$ cat src/rtl/fprf_pkg.sv
// shared types and constants for the false-position root finder
package fprf_pkg;

  localparam int FracBitsDefault = 28;
  localparam int PowerDefault    = 10;
  localparam int ValW  = 31;
  localparam int IterW = 8;
  localparam int TolW  = 30;
  localparam int StatW = 2;
  localparam int IdxW  = 1;
  localparam int CfgW  = 30;

  localparam logic [IterW-1:0] IterLimitReset = 8'd50;
  localparam logic [TolW-1:0]  TolReset       = 30'd268;

  localparam logic [IdxW-1:0] RegIterLimit = 1'b0;
  localparam logic [IdxW-1:0] RegTolerance = 1'b1;

  localparam logic [StatW-1:0] StTol   = 2'd0;
  localparam logic [StatW-1:0] StLimit = 2'd1;
  localparam logic [StatW-1:0] StExact = 2'd2;
  localparam logic [StatW-1:0] StZden  = 2'd3;

  typedef enum logic [3:0] {
    S_IDLE, S_CHECK, S_FL, S_FU, S_DEN, S_MUL, S_DGO, S_DIV, S_XR, S_FR, S_UPD, S_DONE
  } state_t;

  // request to the shared power unit
  typedef struct packed {
    logic        go;
    logic [63:0] mag;
  } pow_req_t;

endpackage

$ cat src/rtl/fprf_mulq.sv
// sequential magnitude power unit: x^power with truncating saturating multiplies
module fprf_mulq #(
  parameter int FRAC_BITS = fprf_pkg::FracBitsDefault,
  parameter int POWER     = fprf_pkg::PowerDefault
) (
  input  logic              clk,
  input  logic              rst,
  input  fprf_pkg::pow_req_t req,
  output logic              done,
  output logic [63:0]       result
);
  localparam logic [63:0] Qcap = 64'd1 << 62;
  localparam int CntW = $clog2(POWER + 1);

  logic [63:0]     p, m;
  logic [CntW-1:0] cnt;
  logic [1:0]      ph;
  logic            run;
  logic [127:0]    acc, acc_sum, pp_sh;
  logic [31:0]     pa, pb;
  logic [63:0]     pp, nxt;

  // one 32x32 partial product a cycle, four partial products to each 64x64 step
  always_comb begin
    pa = ph[0] ? p[63:32] : p[31:0];
    pb = ph[1] ? m[63:32] : m[31:0];
    pp = {32'd0, pa} * {32'd0, pb};
    case (ph)
      2'd0:    pp_sh = {64'd0, pp};
      2'd3:    pp_sh = {pp, 64'd0};
      default: pp_sh = {32'd0, pp, 32'd0};
    endcase
    acc_sum = acc + pp_sh;
    if (acc_sum[127:64+FRAC_BITS] != '0) nxt = Qcap;
    else if (acc_sum[63+FRAC_BITS:FRAC_BITS] > Qcap) nxt = Qcap;
    else nxt = acc_sum[63+FRAC_BITS:FRAC_BITS];
  end

  always_ff @(posedge clk) begin
    if (rst) begin
      run <= 1'b0;
      done <= 1'b0;
      cnt <= '0;
      ph <= '0;
    end else begin
      done <= 1'b0;
      if (req.go) begin
        run <= 1'b1;
        cnt <= '0;
        ph <= '0;
        acc <= '0;
        p <= 64'd1 << FRAC_BITS;
        m <= req.mag;
      end else if (run) begin
        ph <= ph + 1'b1;
        if (ph == 2'd3) begin
          p <= nxt;
          acc <= '0;
          if (cnt == CntW'(POWER - 1)) begin
            run <= 1'b0;
            done <= 1'b1;
          end
          cnt <= cnt + 1'b1;
        end else begin
          acc <= acc_sum;
        end
      end
    end
  end

  assign result = p;
endmodule

$ cat config.mk
export PLATFORM = sky130hd
export DESIGN_NAME = fprf_mulq
export DESIGN_NICKNAME = d
export VERILOG_FILES = /design/src/rtl/fprf_pkg.sv /design/src/rtl/fprf_mulq.sv
export SDC_FILE = /design/constraint.sdc
export NUM_CORES = 2
export LEC_CHECK = 0
export BUFFER_PORTS_ARGS = -buffer_cell sky130_fd_sc_hd__buf_2
export CAP_MARGIN = 5
export CORE_MARGIN = 10
export CORE_UTILIZATION = 45
export DETAILED_ROUTE_END_ITERATION = 16
export PLACE_DENSITY = 0.64
export SYNTH_ARGS = -nofsm -noshare
export SYNTH_HDL_FRONTEND = slang
export SYNTH_SLANG_ARGS = --single-unit
$ cat constraint.sdc
create_clock -name clk -period 27.9 [get_ports clk]
set_input_delay 4.185 -clock clk [delete_from_list [all_inputs] [get_ports clk]]
set_output_delay 4.185 -clock clk [all_outputs]
set_load 0.01 [all_outputs]
**After elaboration in Yosys (flattened, before gate mapping)**

Index checks and enable logic that the tools add are counted.

- Register bits: 264
- Input bits: 67
- Output and inout bits: 65
- Logic and storage cells: 41

- $add $sub $neg: 3
- $mul: 1
- $lt $le $gt $ge: 1
- Eq/ne operators: 2
- Mux-type cells: 14
- Bitwise gates (word level): 3
- Reductions and logical operators: 10

Operator list:

| operator | count |
|---|---|
| 128-bit 2-to-1 mux | 2 |
| 64-bit 2-to-1 mux | 4 |
| 128-bit case mux with 2 select lines | 1 |
| 128-bit adder | 1 |
| 64-bit by 63-bit > comparator with 1-bit output (second input constant) | 1 |
| 32-bit by 32-bit multiplier with 64-bit output | 1 |
| 32-bit 2-to-1 mux | 2 |
| 36-bit nonzero test | 1 |
| 2-bit AND reduction | 3 |
| 1-bit 2-to-1 mux | 5 |
| 4-bit by 1-bit adder with 4-bit output (second input constant) | 1 |
| 4-bit equality test (second input constant) | 1 |
| 2-bit nonzero test | 2 |
| 4-bit OR reduction | 1 |
| 1-bit NOT | 3 |
| 3-bit AND reduction | 1 |
| 2-bit by 1-bit adder with 2-bit output (second input constant) | 1 |
| 2-bit equality test (second input constant) | 1 |
| 2-bit logical NOT | 1 |
| 2-bit OR reduction | 1 |

**Logic depth before layout (Yosys ltp)**

- Depth after elaboration: 9
- Mapped depth: 50
- Mapped depth without buffers: 44

**Least setup slack after synthesis**

No wires, ideal clock.

- Path type: flip-flop to flip-flop
- From: register ph[0]
- To: register p[10], in the netlist result[10] (data pin)
- Setup time: 170 ps
- Arrival: 12125 ps
- Data required time: 27730 ps
- Setup slack: 15605 ps
- Stages on the path, launching flop included: 48
- Cell sequence: dfxtp_1 -> clkbuf_1 -> clkbuf_1 -> mux2i_1 -> clkbuf_1 -> nor2_1 -> fa_1 -> fa_1 -> fa_1 -> inv_1 -> fa_1 -> inv_1 -> fa_1 -> inv_1 -> fa_1 -> inv_1 -> fa_1 -> fa_1 -> [... 12 more ...] -> xnor2_1 -> o21ai_0 -> ha_1 -> clkbuf_1 -> a21oi_1 -> o21a_1 -> o21ai_0 -> a211oi_1 -> and4_4 -> a311oi_4 -> nor2_4 -> mux2_4 -> a211oi_2 -> nand4_1 -> nor4_2 -> nand2_2 -> buf_6 -> nor4_2

- Cells in the longest elaborated chain, start to end: 9

Ends and longest elaborated chain:

| what | line | RTL |
|---|---|---|
| start: declaration | fprf_mulq.sv:17 | `logic [1:0] ph;` |
| start signal: assignment | fprf_mulq.sv:55 | `ph <= ph + 1'b1;` |
| 32-bit 2-to-1 mux | fprf_mulq.sv:25 | `pa = ph[0] ? p[63:32] : p[31:0];` |
| 32-bit by 32-bit multiplier with 64-bit output | fprf_mulq.sv:27 | `pp = {32'd0, pa} * {32'd0, pb};` |
| 128-bit case mux with 2 select lines (*) | fprf_mulq.sv:28 | `case (ph)` |
| 128-bit adder (*) | fprf_mulq.sv:33 | `acc_sum = acc + pp_sh;` |
| 64-bit by 63-bit > comparator with 1-bit output | fprf_mulq.sv:35 | `else if (acc_sum[63+FRAC_BITS:FRAC_BITS] > Qcap) nxt = Qcap;` |
| 64-bit 2-to-1 mux | fprf_mulq.sv:35 |  |
| 64-bit 2-to-1 mux (*) | fprf_mulq.sv:34 | `if (acc_sum[127:64+FRAC_BITS] != '0) nxt = Qcap;` |
| 64-bit 2-to-1 mux (*) | fprf_mulq.sv:56 | `if (ph == 2'd3) begin` |
| 64-bit 2-to-1 mux (*) | fprf_mulq.sv:54 | `end else if (run) begin` |
| end signal: assignment | fprf_mulq.sv:52 | `p <= 64'd1 << FRAC_BITS;` |
| end signal: assignment | fprf_mulq.sv:57 | `p <= nxt;` |
| end: declaration | fprf_mulq.sv:15 | `logic [63:0] p, m;` |

Mark *: on every way between the ends. The rest lies on a longest branch, timed or not. The select of a mux whose other input is x is not followed.
A chain may end at the register's enable or synchronous reset.

**Worst setup path in the final report**

- From: register ph[1]
- To: register p[42], in the netlist result[42] (data pin)

- Cells in the longest elaborated chain, start to end: 9

Ends and longest elaborated chain:

| what | line | RTL |
|---|---|---|
| 32-bit 2-to-1 mux | fprf_mulq.sv:26 | `pb = ph[1] ? m[63:32] : m[31:0];` |
| 32-bit by 32-bit multiplier with 64-bit output | fprf_mulq.sv:27 |  |
| 128-bit case mux with 2 select lines (*) | fprf_mulq.sv:28 |  |
| 128-bit adder (*) | fprf_mulq.sv:33 |  |
| 64-bit by 63-bit > comparator with 1-bit output | fprf_mulq.sv:35 |  |
| 64-bit 2-to-1 mux | fprf_mulq.sv:35 |  |
| 64-bit 2-to-1 mux (*) | fprf_mulq.sv:34 |  |
| 64-bit 2-to-1 mux (*) | fprf_mulq.sv:56 |  |
| 64-bit 2-to-1 mux (*) | fprf_mulq.sv:54 |  |

Marked as above.

==> out/summary.md <==
Layout net count: 7346. Measured against its own limit, the worst slew margin works out to 9.08%. The flip-flop cell with the highest count after synthesis is edfxtp_1. The core region is 118000 µm².

Measured along the x axis, the die boundary spans 365 µm. For the worst setup path, the data required time is 28.33 ns. Summing the sequential cell areas from Yosys gives 14.7% of the chip area. The number of port buffers was 131.

The initial DRC count is 5367. The number of max-slew violations in the final report is 0. TritonCTS built the clock tree. Setup violations remaining at the end of the flow were counted as 0. On the final layout, the worst clock skew is 0.0560 ns. The tools report the synthesized netlist net count as 7400. The synthesized design spends more area on one cell type than any other, namely fa_1. The number of register bits inferred by synthesis is 264, and the worst reg2reg path depth is 44. The largest individual stage delay along the critical path comes from the cell o311ai_1.

Timing would allow up to 61.0 MHz. STA classifies the critical path startpoint as a flip-flop. Detailed placement ended at an HPWL of 176000 µm.

Using the TritonRoute via totals, the vias-per-cell ratio works out to 6.13. The clock drives 264 sinks. Root buffer cell: clkbuf_16. For this run, design rule violations remaining after detail routing come to 0. The setup check on the worst reg-to-reg path leaves a slack of 11.50 ns.

The critical setup path kind is flip-flop to flip-flop. The first detailed-routing pass took 7 iterations. Counting every instance in the synthesized netlist gives 6036. Overall track demand over capacity in global routing: 32.4%.

Yosys printed 0 warnings. For this design, the CTS-stage hold fixing added 0 buffers. Along the worst hold path, the cell count comes to 2.

The congestion estimate from routability-driven global placement came to 1.04. The logs give 126 for the number of rows in the core area and 3 for the maximum clock insertion buffer count. The maximum fanout along the worst path works out to 57. The number of setup buffers added after CTS is 0. The commonest cells after synthesis are 897 x fa_1, 896 x inv_1, 884 x nor2_1, 722 x nand2_1, 400 x ha_1. In this run, distinct cell masters in the synthesized netlist total 99. The tools report the global-route wire length before repair as 315000 µm.

The count of endpoints failing hold in the final timing report was 0; the synthesized area divided by synthesized cell count was 8.87 µm². In this design, the critical path's most frequently occurring cell is fa_1. Number of buffers inserted during clock tree synthesis: 39. After synthesis, the cell types taking the most area are fa_1 34%, edfxtp_1 14%, ha_1 9.4%. For the final routed database, the setup TNS stands at 0 ns.

The clock tree synthesis step divided the H-tree into 2 levels. The layout overhead on the synthesized area was 6.50%; the final critical path time including I/O delays and setup was 16.40 ns. Number of antenna violations at the first check in global routing: 12. The floorplan step set the die height to 365 µm.

Largest stage delay on the critical path: 1.08 ns. The tightest min-delay check is of the flip-flop to flip-flop type. In the post-synthesis netlist, the cell with the most instances is fa_1. The logs give 45.3% for the starting utilization of the core area and 133000 µm² for the total die area.

The run finished with clean final reports. The share of flip-flops with an asynchronous set or reset after synthesis was 0%. After clock tree synthesis, the clock-pin slew on the worst setup and hold paths is 0.06 ns. The number of enable-type register cells in the synthesized netlist was 256. After synthesis the cells add up to 53500 µm².

STA classifies the critical path endpoint as a flip-flop. In this run the count of I/O pins placed on the die edge is 132. The mean routed wirelength per cell is 28.7 µm, and the clock insertion delay at the later pin of the skew report is 0.65 ns.

In this run the remaining antenna-violating nets after routing total 0. After clock tree synthesis, the repair step resized 0 gates. The share of the cycle needed by the critical path after routing was 58.8%. Measured slew at the worst slew-check pin: 1.35 ns. The run gives 16.83 ns as the critical path data arrival time. Setup repair after global routing left no endpoint under its margin. The global-route congestion overflow total is 0.

For the via count of the first global-routing pass, the log shows 46194. The sum of routed wire length over all layers is 217000 µm, and the fraction of final layout cells sized beyond drive strength 1 is 8.38%. Across the run, the number of max-cap violations was 0. The pin count of the biggest net entering global routing was 69; the top-area cell type share of the netlist area was 33.6%. Across all layers, the routed design uses 46336 vias.
-- sequential cells by signal, summed over array words and instances (netlist names) --
name    cells
acc       128
m          64
result     64
cnt         4
ph          2
done        1
run         1
-- worst paths after layout --
check,to,startpoint
setup / recovery,result[42]$_SDFFCE_PP0P_,ph[1]$_SDFFE_PP0P_
hold reg to reg,cnt[3]$_SDFFE_PP0P_,cnt[3]$_SDFFE_PP0P_
setup reg to reg,result[42]$_SDFFCE_PP0P_,ph[1]$_SDFFE_PP0P_
hold / removal,cnt[3]$_SDFFE_PP0P_,cnt[3]$_SDFFE_PP0P_
-- per-layer routing --
metal | vias up | global-route usage, % | part of all wire, %
met4 | 10 | 16.3 | 6.2
li1 | 19461 | - | -
met3 | 582 | 8.64 | 12
met5 | - | 0 | 0.034
met1 | 23484 | 43.3 | 39
met2 | 2799 | 48.1 | 42
-- cell type report --
class | instances | area [µm²]
inverters | 896 | 3370
clock buffers | 44 | 995
well taps | 1536 | 1920
multi-input cells | 4561 | 41200
fillers | 11292 | 61100
clock inverters | 26 | 269
diodes | 8 | 20.0
flip-flops and latches | 264 | 7860
repair buffers | 220 | 1330
-- cells in the final DEF, fill, tap and decap left out, drive strengths merged, types with 68 or more instances in the layout --
master,n
mux2i,70
nand2,723
nor4,79
xnor2,99
a21oi,289
mux2,68
a21o,73
xor2,81
nor2,886
fa,897
edfxtp,256
ha,400
inv,902
nand4,104
buf,220
o21ai,194
and2,74
-- cell families after synthesis --
group	count (synthesis)	share of synthesized area [%]
and+or+nand+nor	2092	17.7
other	1	0.00701
buffers and inverters	1211	8.82
xor gates and xnor gates	180	2.97
adders and majority gates	1297	42.9
AOI/OAI and AO/OA	853	10.2
muxes	138	2.75
DFF	264	14.7
-- worst max-delay path, delay by kind of cell (launching register included) --
family                     cells  cell delay, ns
AOI/OAI and AO/OA             13            3.98
muxes                          1            0.95
and+or+nand+nor               12            2.76
adders and majority gates     10            4.81
xor gates and xnor gates       2            1.35
DFF                            1            0.64
buffers and inverters          6            1.46
-- per-stage QoR --
stage | std cells | hold WS [ns] | setup slack (ns) | instance area (µm²) | utilization, %
global route | 7547 | 0.557 | 10.91 | 57000 | 48.3
finish | 7555 | 0.530 | 11.50 | 57000 | 48.3
detailed placement | 7477 | 0.518 | 11.90 | 55700 | 47.2
global placement | 7477 | 0.492 | 11.92 | 55700 | 47.2
floorplan | 6036 | 0.477 | 15.60 | 53500 | -
CTS | 7547 | 0.532 | 11.83 | 57000 | 48.3
Power is not shown: default switching activity piles up to over one toggle a cycle in this logic, so the estimate is an artifact.
