**config.mk**
```make
export PLATFORM = sky130hd
export DESIGN_NAME = fprf_div
export DESIGN_NICKNAME = d
export VERILOG_FILES = /design/src/rtl/fprf_div.sv
export SDC_FILE = /design/constraint.sdc
export NUM_CORES = 1
export LEC_CHECK = 0
export ABC_CLOCK_PERIOD_IN_PS = 10300
export BUFFER_PORTS_ARGS = -buffer_cell sky130_fd_sc_hd__buf_2
export CAP_MARGIN = 0
export CORE_ASPECT_RATIO = 1.1
export CORE_MARGIN = 2
export CORE_UTILIZATION = 35
export DETAILED_ROUTE_END_ITERATION = 8
export HOLD_SLACK_MARGIN = 0.06
export SYNTH_ARGS = -nofsm -noshare
export SYNTH_HDL_FRONTEND = slang
export SYNTH_SLANG_ARGS = --single-unit
```
**constraint.sdc**
```tcl
create_clock -name clk -period 10.3 [get_ports clk]
set_input_delay 1.03 -clock clk [delete_from_list [all_inputs] [get_ports clk]]
set_output_delay 1.03 -clock clk [all_outputs]
set_load 0.05 [all_outputs]
```
**src/rtl/fprf_div.sv**
```systemverilog
// restoring divider, 128 by 64 bits, one quotient bit a cycle, saturating at 2^62
module fprf_div (
  input  logic         clk,
  input  logic         rst,
  input  logic         go,
  input  logic [127:0] num,
  input  logic [63:0]  den,
  output logic         done,
  output logic [63:0]  quot
);
  localparam logic [63:0] Qcap = 64'd1 << 62;
  logic [127:0] n;
  logic [64:0]  rem, sh;
  logic [63:0]  q;
  logic [6:0]   idx;
  logic         run, over;

  always_comb sh = {rem[63:0], n[127]};

  always_ff @(posedge clk) begin
    if (rst) begin
      run <= 1'b0;
      done <= 1'b0;
    end else begin
      done <= 1'b0;
      if (go) begin
        run <= 1'b1;
        n <= num;
        rem <= '0;
        q <= '0;
        over <= 1'b0;
        idx <= 7'd127;
      end else if (run) begin
        n <= n << 1;
        if (sh >= {1'b0, den}) begin
          rem <= sh - {1'b0, den};
          if (idx >= 7'd62) over <= 1'b1;
          else q[idx[5:0]] <= 1'b1;
        end else begin
          rem <= sh;
        end
        if (idx == 7'd0) begin
          run <= 1'b0;
          done <= 1'b1;
        end
        idx <= idx - 1'b1;
      end
    end
  end

  assign quot = (over || q > Qcap) ? Qcap : q;
endmodule

```
# == Word level (Yosys, flattened, before mapping) ==
# Index checks and enable logic that the tools add are counted.
# classes
mux,18
n_eq_ne,1
n_addsub,2
n_reduce_logical,10
bitwise,3
order_cmp,5
# ops
cell,count
two-way mux 64 bit,6
two-way mux 128 bit,2
greater-or-equal comparator 65 x 64 -> 1 bit,1
greater-than comparator 64 x 63 -> 1 bit (second input constant),1
bitwise OR 64 bit,1
subtractor 64 bit,1
two-way mux 1 bit,8
AND reduction 4 bit,2
greater-or-equal comparator 7 x 6 -> 1 bit (second input constant),1
logical NOT 7 bit,1
< comparator 6 x 7 -> 1 bit (second input constant),1
two-way mux 7 bit,1
subtractor 7 x 1 -> 7 bit (second input constant),1
demux 1 bit (select 6 bit),1
greater-or-equal comparator 6 x 1 -> 1 bit (second input constant),1
nonzero test 2 bit,3
OR reduction 3 bit,1
!= test 2 bit (second input constant),1
NOT 1 bit,2
AND reduction 2 bit,1
logical AND 1 bit,1
logical OR 1 bit,1
# word_totals
regBits,266

# == Logic depth before layout (Yosys ltp) ==
# Gate-level depths: netlist (run 1).
# logic_depth
ltp_word,8
ltp_mapped,16
ltp_nobuf,13

# == Worst setup path after synthesis (run 1) ==
# OpenSTA, ideal clock, no wires.
# synth_path
path_type,input-to-reg
from,in go
to,reg idx[0] (enable)
setup_time_ns,0.761
stages,5
arrival_time_ns,10.149
path_slack_ns,-0.610
path_buffers,3
path_cell_list,clkbuf_1 -> clkbuf_1 -> clkbuf_1 -> nor2_1 -> nor2_1
# synth_via
elab_chain_len,2
# synth_rtl
item,line,rtl
"start, declared",5,"input logic go,"
nonzero test 2 bit (no source line),-,
AND reduction 2 bit (no source line),-,
"end signal, assigned",46,idx <= idx - 1'b1;
"end, declared",15,logic [6:0] idx;
# Every way passes these cells.
# A chain may end at the register's enable or synchronous reset.

# == Final worst setup path (run 1) ==
# layout_path
from,in den[10]
to,reg q[47] (enable)
# layout_via
elab_chain_len,3
# layout_rtl
item,line,rtl
"start, declared",7,"input logic [63:0] den,"
greater-or-equal comparator 65 x 64 -> 1 bit,35,"if (sh >= {1'b0, den}) begin"
nonzero test 2 bit (no source line),-,
AND reduction 4 bit (no source line),-,
"end signal, assigned",30,q <= '0;
"end signal, assigned by index",38,else q[idx[5:0]] <= 1'b1;
"end, declared",14,logic [63:0] q;
# Every way passes these cells.

==> results.py, run 1 <==
metrics = {
    "setup_path": {
        "worst_setup_path_start_kind": "input pin",
        "cp-end-kind": "flip-flop",
        "timing_worst_setup_path_type": "in -> reg",
        "timing.critical_path.max_delay_family": "compound AO/OA/AOI/OAI gates",
        "critical_path_required_ns": 10.51,
        "path_depth": 14,
        "critical-path-max-stage-delay_ns": 0.67,
        "critical_path.cell_chain": "buf_2, inv_1, ha_1, nand4_1, o211ai_1, a21oi_1, a21oi_4, a41oi_4, o41ai_4, a21oi_2, o21ai_4, nand3_1, a21oi_4, buf_4",
        "timing.critical_path.fanout_max": 64,
        "timing.critical_path.mode_cell": "sky130_fd_sc_hd__a21oi_4",
        "worst_ep_arrival_time_ns": 4.31,
        "crit_path_top_delay_cell": "sky130_fd_sc_hd__buf_4",
        "cp.buffers_inverters": 3,
        "timing.reg2reg.worst_path_depth": 12,
    },
    "pwr": {
        "pwr_density_cell_nw_per_um2": 162,
        "power.static_leakage_nw": 7.58,
        "vdd.ir_drop.worst_v": 0.000130,
    },
    "yosys": {
        "synthDominantCellAreaShare_pct": 49.5,
        "most_numerous_cell_in_the_yosys_netlist": "sky130_fd_sc_hd__edfxtp_1",
        "postSynthAreaPerCell_um2": 10.4,
        "synth-seq-area-share_pct": 49.7,
        "netlist_area_um2": 16000,
        "synth.lib_cells_used.distinct": 69,
        "synth_cells": 1540,
        "synth_ff_type": "sky130_fd_sc_hd__edfxtp_1",
        "synth.top_cells.by_area": "sky130_fd_sc_hd__edfxtp_1 (49%), sky130_fd_sc_hd__mux2_2 (8.9%), sky130_fd_sc_hd__a21oi_1 (5.7%)",
        "synth_async_sr_flop_share_pct": 0,
        "syn_nets": 1803,
        "ff_latch_count_synth": 266,
        "synth_warnings": 0,
        "post_synth_edffs": 264,
        "synth_area_leader_cell": "sky130_fd_sc_hd__edfxtp_1",
        "synth.top_cells.by_count": "sky130_fd_sc_hd__edfxtp_1 (264), sky130_fd_sc_hd__a21oi_1 (183), sky130_fd_sc_hd__nand2_1 (141)",
    },
    "grt": {
        "pin_count_of_the_biggest_net_entering_global_routing": 150,
        "grt.total_usage_pct": 17.1,
        "global_route.overflow_total": 0,
        "first_pass_grt_wire_length_um": 66400,
        "first_global_vias": 12400,
        "grt_antenna_before_repair": 10,
    },
    "sta": {
        "fin_crit_sh_pct": 39.8,
        "timing_worst_slew_pin_value_ns": 1.11,
        "slew_headroom_pct": 26.1,
        "finalWorstPathRequiredPeriod_ns": 4.10,
        "fin_skew_ns": 0.0176,
        "drv_slew": 0,
        "timing_hold_violations_final": 0,
        "rsz0062_at_grt": "no",
        "timing.final.setup_violations": 0,
        "max_clock_freq_mhz": 244,
        "finalSetupTns_ns": 0,
    },
    "hold_path": {
        "holdCritPathClass": "reg -> reg",
        "min_delay_path_depth": 2,
    },
    "drt": {
        "firstDrtPassIters": 5,
        "wire_per_inst_um": 17.6,
        "postRouteAntennaNets": 0,
        "vias": 12300,
        "routed_wl_um": 41700,
        "post_detailed_route_drc_marker_count": 0,
        "avgViaCountPerCell": 5.18,
        "detail_route.iter0.violations": 770,
    },
    "die": {
        "die-width_um": 208,
        "io-pin-count": 260,
        "die-area_um2": 47500,
        "floorplan.initialDensity_pct": 35.3,
        "design.core.area_um2": 45300,
        "num_rows": 82,
        "die_height_um": 228,
    },
    "clock_network": {
        "cts_hold_repair.buffers": 0,
        "post_cts_resized": 0,
        "clkLatencyLatePin_ns": 0.59,
        "numCtsBuffers": 31,
        "cts_sinks": 266,
        "cts.htree.levels": 1,
        "cts_root_buf": "sky130_fd_sc_hd__clkbuf_16",
        "post-cts-setup-buffers": 0,
        "tritoncts_clock_tree": "yes",
        "clock_tree.buffer_depth": 3,
        "clk_pin_slew_ns": 0.06,
    },
    "run": {
        "max_cap_violation_count": 0,
    },
    "placement": {
        "placedInstanceArea_um2": 17800,
        "gp_congestion": 0.894,
        "port_buffers": 258,
        "hpwlAfterDp_um": 29700,
    },
    "run_status": {
        "status": "finished, final reports clean",
    },
    "finish": {
        "syn_to_final_growth_pct": 17.2,
        "finalInstanceArea_um2": 18800,
        "drive_above_1_share_pct": 25.5,
        "design.final.nets": 2016,
    },
}
## area by class of cell
cell class	count	area, um^2
Clock buffer	37	798
Clock inverter	20	133
Sequential cell	266	7970
Multi-Input combinational cell	1092	7380
Fill cell	4477	26600
Tap cell	588	736
Antenna cell	4	10.0
Timing Repair Buffer	270	1400
Inverter	92	345
## registers in the layout (all words and copies together), names as in the netlist
| register | cells |
|---|---|
| n | 128 |
| q | 64 |
| rem | 64 |
| idx | 7 |
| done | 1 |
| over | 1 |
| run | 1 |
## cells by family (layout without fill, tap and decap cells)
| kind of cell | after synthesis | after routing | synth area share (%) |
|---|---|---|---|
| other | 1 | 5 | 0.0234 |
| adder cells (fa/ha/maj) | 68 | 68 | 5.36 |
| buffers and inverters | 182 | 419 | 4.45 |
| XOR/XNOR | 60 | 60 | 3.28 |
| flip-flops | 266 | 266 | 49.7 |
| AO/OA/AOI/OAI | 363 | 363 | 14.1 |
| AND/OR/NAND/NOR | 470 | 470 | 14.0 |
| multiplexers | 130 | 130 | 9.11 |
## worst min-delay path, cell delays in order (launching register included)
cell and delay [ns]:
sky130_fd_sc_hd__dfxtp_1 0.33, sky130_fd_sc_hd__inv_1 0.07, sky130_fd_sc_hd__nor3_1 0.05
## cells in the final DEF (no fill, tap or decap), types with 22 or more instances in the layout
cell                        count
sky130_fd_sc_hd__nor4_1        22
sky130_fd_sc_hd__inv_1         92
sky130_fd_sc_hd__buf_2        257
sky130_fd_sc_hd__nor2_1       127
sky130_fd_sc_hd__edfxtp_1     264
sky130_fd_sc_hd__and2_1        68
sky130_fd_sc_hd__mux2_2       127
sky130_fd_sc_hd__nand2_1      141
sky130_fd_sc_hd__o21ai_0       35
sky130_fd_sc_hd__clkbuf_16     31
sky130_fd_sc_hd__a21oi_1      182
sky130_fd_sc_hd__ha_1          67
sky130_fd_sc_hd__xnor2_1       44
sky130_fd_sc_hd__a21o_1        27
sky130_fd_sc_hd__nand4_1       27
## per-layer routing
layer  vias up  track usage [%]  part of all wire [%]
li1       6022                -                     -
met1      5864             22.2                    44
met2       317             28.6                    47
met3        67             4.22                   6.4
met4        12             4.61                   2.1
met5         -                0                  0.19
## report_power, final
part	internal, mW	switching (mW)	total, mW
registers	1.30	0.0380	1.33
logic	0.271	0.402	0.674
clock network	0.575	0.451	1.03
## path summary, 6_finish.rpt
kind	end	slack (ns)	from
worst min register to register	done	0.51	run
worst max-delay path	q[47]	6.20	den[10]
worst min-delay path	done	0.51	run
worst max register to register	q[47]	6.33	rem[9]
## metrics by stage
stage / setup WS, ns / utilization [%] / hold slack (ns) / power (mW) / std cells
CTS: 6.18 / 41.4 / 0.504 / 3.06 / 2365
global placement: 5.64 / 39.3 / 0.484 / 2.02 / 2308
floorplan: 2.76 / - / 0.449 / 1.85 / 1540
detailed placement: 5.56 / 39.3 / 0.489 / 2.03 / 2308
finish: 6.20 / 41.4 / 0.507 / 3.03 / 2369
global route: 5.94 / 41.4 / 0.524 / 3.19 / 2365
(Power assumes the default switching activity.)
==> inputs of run 2 (changes only) <==
ABC_CLOCK_PERIOD_IN_PS = 4200   (was 10300)
clock period = 4.2 ns   (was 10.3 ns; I/O delays follow)
==> run 2 against run 1 <==
  * Via count is 1.6% higher
  * Sequential share of layout area down 0.33 points
  * Worst setup slack worse by 5.9 ns
  * Clock power increased by 150%
  * First-iteration DRC count rose by 2.1%
  * Die area unchanged
  * Non-clock buffer count rose by 7
==> results.py, run 2 (synthesis results as in run 1) <==
metrics = {
    "finish": {
        "drive_above_1_share_pct": 26.1,
        "layout.cells.most_common": "sky130_fd_sc_hd__edfxtp_1",
        "syn_to_final_growth_pct": 18.1,
        "finalInstanceArea_um2": 18900,
        "final_cell_mix": "sky130_fd_sc_hd__edfxtp_1 (264), sky130_fd_sc_hd__buf_2 (257), sky130_fd_sc_hd__a21oi_1 (182)",
        "design.final.nets": 2022,
        "register_ranked_first_by_flip_flop_count": "n",
        "nFillCells": 4444,
        "largest_registers": "n x128, q x64, rem x64",
        "largest_reg_flops": 128,
    },
    "setup_path": {
        "cp-end-kind": "flip-flop",
        "r2r_slack_ns": 0.29,
        "crit_path_top_delay_cell": "sky130_fd_sc_hd__nor4_1",
        "timing.reg2reg.worst_path_depth": 10,
        "critical-path-max-stage-delay_ns": 0.80,
        "critical_path_required_ns": 4.63,
        "beginning_of_the_worst_register_to_register_path": "rem[33]",
        "timing.critical_path.fanout_max": 27,
        "critical_path.reg2reg.endpoint": "rem[3]",
        "worst_ep_arrival_time_ns": 4.34,
        "worst_setup_path_start_kind": "flip-flop",
        "critical_path.cell_chain": "ha_1, nand3_1, nor4_1, nand4_1, o21ai_0, a31oi_1, o21a_2, buf_12, or3_1, a21oi_1",
        "timing_worst_setup_path_type": "reg -> reg",
    },
    "sta": {
        "timing_hold_violations_final": 0,
        "timing.final.setup_violations": 0,
        "timing_worst_slew_pin_value_ns": 1.15,
        "timing.final.ws_setup_ns": 0.287,
        "rsz0062_at_grt": "no",
        "max_clock_freq_mhz": 256,
        "drv_slew": 0,
        "fin_skew_ns": 0.0193,
        "slew_headroom_pct": 22.5,
        "fin_crit_sh_pct": 93.2,
        "finalWorstPathRequiredPeriod_ns": 3.91,
    },
    "hold_path": {
        "hold_path_startpoint": "num[75]",
        "holdCritPathClass": "in -> reg",
        "worst_hold_path.endpoint": "n[75]",
        "min_delay_path_depth": 2,
    },
    "clock_network": {
        "cts.htree.levels": 1,
        "post-cts-setup-buffers": 0,
        "cts_sinks": 266,
        "cts_root_buf": "sky130_fd_sc_hd__clkbuf_16",
        "cts_hold_repair.buffers": 0,
        "clkLatencyLatePin_ns": 0.59,
        "tritoncts_clock_tree": "yes",
        "clock_tree.buffer_depth": 3,
        "post_cts_resized": 0,
        "numCtsBuffers": 30,
        "clk_pin_slew_ns": 0.06,
    },
    "die": {
        "die-width_um": 208,
        "io-pin-count": 260,
        "die_height_um": 228,
        "floorplan.initialDensity_pct": 35.3,
        "die-area_um2": 47500,
        "num_rows": 82,
        "design.core.area_um2": 45300,
    },
    "placement": {
        "gp_congestion": 0.893,
        "post-place-ws_ns": 0.199,
        "port_buffers": 258,
        "placedInstanceArea_um2": 18000,
        "hpwlAfterDp_um": 30700,
    },
    "drt": {
        "route.met2.wl_um": 19500,
        "met1Wirelength_um": 18400,
        "detail_route.iter0.violations": 786,
        "detail_route_met3_wl_um": 2870,
        "wire_per_inst_um": 17.9,
        "dr.max_layer_used": "met5",
        "postRouteAntennaNets": 0,
        "vias": 12500,
        "routed_wl_um": 42500,
        "firstDrtPassIters": 5,
        "post_detailed_route_drc_marker_count": 0,
        "avgViaCountPerCell": 5.26,
    },
    "grt": {
        "global_route.overflow_total": 0,
        "pin_count_of_the_biggest_net_entering_global_routing": 100,
        "first_pass_grt_wire_length_um": 67000,
        "grt_antenna_before_repair": 16,
        "grt.total_usage_pct": 17.3,
        "first_global_vias": 12300,
    },
    "run": {
        "max_cap_violation_count": 0,
    },
    "pwr": {
        "pwr_density_cell_nw_per_um2": 397,
        "vdd.ir_drop.worst_v": 0.000366,
        "power.static_leakage_nw": 7.67,
        "report.power.total_mw": 7.50,
    },
    "run_status": {
        "status": "finished, final reports clean",
    },
}
run 2: routing by layer:
metal  vias up  GRT usage [%]
met3        96           4.12
met1      5957           22.4
met5         -              0
met2       355           28.1
met4        22           6.41
li1       6052              -
run 2: worst max-delay path, delay by kind of cell, from the launching register on:
kind / cells / cell delay (ns)
simple gates: 4 / 1.52
compound gates: 4 / 1.05
fa+ha+maj: 1 / 0.51
flops: 1 / 0.39
buf+inv: 1 / 0.25
run 2: area by class of cell:
cell class | instances | area, um^2 | share of cell area, %
antenna | 4 | 10.0 | 0.0529
clock buffer | 32 | 758 | 4.01
clock inverter | 22 | 179 | 0.945
inverter | 92 | 345 | 1.82
multi-input combinational | 1092 | 7400 | 39.1
sequential | 266 | 7970 | 42.1
tap | 588 | 736 | 3.89
timing repair buffer | 277 | 1530 | 8.09
run 2: through the flow:
step | setup TNS [ns] | util [%] | hold WS [ns] | std cells
after floorplan | -7.59 | - | 0.484 | 1540
after global placement | 0 | 39.6 | 0.527 | 2315
after detailed placement | 0 | 39.6 | 0.533 | 2315
after CTS | 0 | 41.7 | 0.110 | 2369
after global routing | 0 | 41.7 | 0.117 | 2370
final | 0 | 41.7 | 0.125 | 2373
run 2: worst max-delay path by stage:
stage | slack [ns] | end | from
after floorplan | -0.04 | idx[0] | go
after global placement | 0.21 | over | den[34]
after detailed placement | 0.20 | rem[3] | den[34]
after CTS | 0.34 | rem[3] | rem[33]
after global routing | 0.008 | rem[3] | rem[33]
final | 0.29 | rem[3] | rem[33]
run 2: power by group:
part	leakage (nW)	total, mW	internal [mW]	switching, mW
registers	2.55	3.26	3.17	0.0904
clock network	0.459	2.55	1.42	1.12
logic	4.66	1.69	0.687	1.01
total	7.67	7.50	5.29	2.22
==> inputs of run 3 (changes only) <==
CELL_PAD_IN_SITES_DETAIL_PLACEMENT = 0   (was not set)
CELL_PAD_IN_SITES_GLOBAL_PLACEMENT = 1   (was not set)
PLACE_DENSITY_LB_ADDON = 0.1   (was not set)
RECOVER_POWER = 50   (was not set)
==> run 3 against run 2 <==
  * The flow now finishes with violations (capacitance limit, slew limit)
  * Register-to-register slack better by 0.05 ns
  * Worst setup slack better by 0.053 ns
  * Clock skew is 0.0045 ns higher
  * Final cell count is 0.34% higher
  * Core utilization hardly changed
  * Highest routed layer unchanged
  * Sequential power hardly changed
  * First-iteration DRC count is 21% lower
==> results.py, run 3 (synthesis results as in run 1) <==
metrics = {
    "drt": {
        "postRouteAntennaNets": 0,
        "avgViaCountPerCell": 5.16,
        "vias": 12300,
        "wire_per_inst_um": 18.4,
        "post_detailed_route_drc_marker_count": 0,
        "routed_wl_um": 43900,
        "detail_route.iter0.violations": 621,
        "firstDrtPassIters": 5,
    },
    "finish": {
        "largest_reg_flops": 128,
        "syn_to_final_growth_pct": 18.2,
        "finalInstanceArea_um2": 18900,
        "final_cell_mix": "sky130_fd_sc_hd__edfxtp_1 (264), sky130_fd_sc_hd__buf_2 (256), sky130_fd_sc_hd__a21oi_1 (182)",
        "nFillCells": 4552,
        "final_cell_count_no_fill": 2381,
        "layout.cells.most_common": "sky130_fd_sc_hd__edfxtp_1",
        "register_ranked_first_by_flip_flop_count": "n",
        "largest_registers": "n x128, q x64, rem x64",
        "design.final.nets": 2029,
        "drive_above_1_share_pct": 26.1,
    },
    "clock_network": {
        "clkLatencyLatePin_ns": 0.60,
        "cts.htree.levels": 1,
        "clock_tree.buffer_depth": 3,
        "post_cts_resized": 0,
        "post-cts-setup-buffers": 0,
        "numCtsBuffers": 31,
        "cts_sinks": 266,
        "cts_hold_repair.buffers": 0,
        "clk_pin_slew_ns": 0.06,
        "tritoncts_clock_tree": "yes",
        "cts_root_buf": "sky130_fd_sc_hd__clkbuf_16",
    },
    "setup_path": {
        "worst_setup_path_start_kind": "flip-flop",
        "worst_ep_arrival_time_ns": 4.20,
        "timing.critical_path.fanout_max": 5,
        "cp-end-kind": "flip-flop",
        "critical_path_required_ns": 4.54,
        "timing_worst_setup_path_type": "reg -> reg",
    },
    "pwr": {
        "vdd.ir_drop.worst_v": 0.000314,
        "share_seq_of_total_power_pct": 42.9,
        "pwr_density_cell_nw_per_um2": 402,
        "clock_group_share_of_total_power_pct": 34.8,
        "power.combinational.fraction_pct": 22.4,
        "p_sw_mw": 2.23,
        "power.static_leakage_nw": 7.69,
        "cell_internal_pwr_mw": 5.39,
        "swShare_pct": 29.3,
    },
    "grt": {
        "global_route.overflow_total": 0,
        "grt.total_usage_pct": 18.1,
        "pin_count_of_the_biggest_net_entering_global_routing": 143,
        "first_pass_grt_wire_length_um": 70000,
        "grt_antenna_before_repair": 19,
        "first_global_vias": 12800,
    },
    "hold_path": {
        "holdCritPathClass": "in -> reg",
    },
    "sta": {
        "finalWorstPathRequiredPeriod_ns": 3.86,
        "fin_skew_ns": 0.0238,
        "slew_headroom_pct": -31.4,
        "drv_slew": 264,
        "timing.final.setup_violations": 0,
        "max_clock_freq_mhz": 259,
        "fin_crit_sh_pct": 91.9,
        "finalSetupTns_ns": 0,
        "timing_hold_violations_final": 0,
        "timing_worst_slew_pin_value_ns": 1.97,
        "rsz0062_at_grt": "no",
        "timing.final.ws_setup_ns": 0.340,
    },
    "die": {
        "design.core.area_um2": 45300,
        "die_height_um": 228,
        "die-width_um": 208,
        "num_rows": 82,
        "io-pin-count": 260,
        "floorplan.initialDensity_pct": 35.3,
        "die-area_um2": 47500,
    },
    "placement": {
        "port_buffers": 258,
        "placedInstanceArea_um2": 18000,
        "gp_congestion": 0.814,
        "post-place-ws_ns": 0.214,
        "place_inst": 2321,
        "hpwlAfterDp_um": 31500,
    },
    "run": {
        "max_cap_violation_count": 3,
    },
    "run_status": {
        "failing_checks": "capacitance limit, slew limit",
        "status": "finished, violations left",
    },
}
==> run 3: cell types whose count changed in the layout (fill, tap and decap cells not counted), sizes merged <==
cell | before | now
buf | 277 | 278
bufinv | 2 | 3
clkbuf | 32 | 38
clkinv | 18 | 14
clkinvlp | 1 | 2
diode | 4 | 7
==> run 3: path summary, 6_finish.rpt <==
check | startpoint | to | slack, ns | cells past startpoint
min | rst | done | 0.1 | 2
max reg2reg | rem[4] | rem[62] | 0.34 | 11
min reg2reg | run | done | 0.50 | 2
max | rem[4] | rem[62] | 0.34 | 11
==> run 3: layer usage <==
| layer | up-vias | share of wire [%] | GRT usage (%) |
|---|---|---|---|
| met5 | - | 0.31 | 0 |
| met4 | 24 | 1.9 | 4.37 |
| met3 | 72 | 5.5 | 4.27 |
| met2 | 263 | 47 | 30.0 |
| met1 | 5861 | 45 | 23.9 |
| li1 | 6066 | - | - |
==> run 3: area by class of cell <==
cell class	count	area, um^2	share of cell area [%]
sequential	266	7970	42.1
antenna	7	17.5	0.0925
multi-input combinational	1092	7390	39.0
timing repair buffer	283	1520	8.03
tap	588	736	3.88
clock buffer	33	783	4.14
inverter	92	345	1.82
clock inverter	20	185	0.978
==> run 3: critical path: stages, from the launching register on <==
cell,delay [ns]
sky130_fd_sc_hd__edfxtp_1,0.40
sky130_fd_sc_hd__ha_1,0.35
sky130_fd_sc_hd__and2_1,0.21
sky130_fd_sc_hd__a221oi_1,0.36
sky130_fd_sc_hd__nand2_1,0.19
sky130_fd_sc_hd__a31o_2,0.32
sky130_fd_sc_hd__a31o_2,0.30
sky130_fd_sc_hd__a21oi_1,0.51
sky130_fd_sc_hd__o311ai_0,0.36
sky130_fd_sc_hd__a311oi_1,0.39
sky130_fd_sc_hd__or4_1,0.16
sky130_fd_sc_hd__nand3_1,0.06
==> run 3: stage by stage <==
step / hold slack (ns) / power (mW) / util (%)
4_1_cts: 0.0611 / 7.73 / 41.9
3_5_place_dp: 0.514 / 5.03 / 39.7
5_1_grt: 0.0686 / 8.02 / 41.8
6_report: 0.0955 / 7.62 / 41.8
3_3_place_gp: 0.515 / 5.03 / 39.7
2_1_floorplan: 0.484 / 4.54 / -
==> run 3: power groups by stage <==
| stage | logic [mW] | registers (mW) | clock network, mW |
|---|---|---|---|
| floorplan | 1.25 | 3.29 | 0 |
| global placement | 1.71 | 3.32 | 0 |
| detailed placement | 1.71 | 3.32 | 0 |
| CTS | 1.72 | 3.27 | 2.74 |
| global route | 1.91 | 3.29 | 2.82 |
| finish | 1.70 | 3.26 | 2.65 |
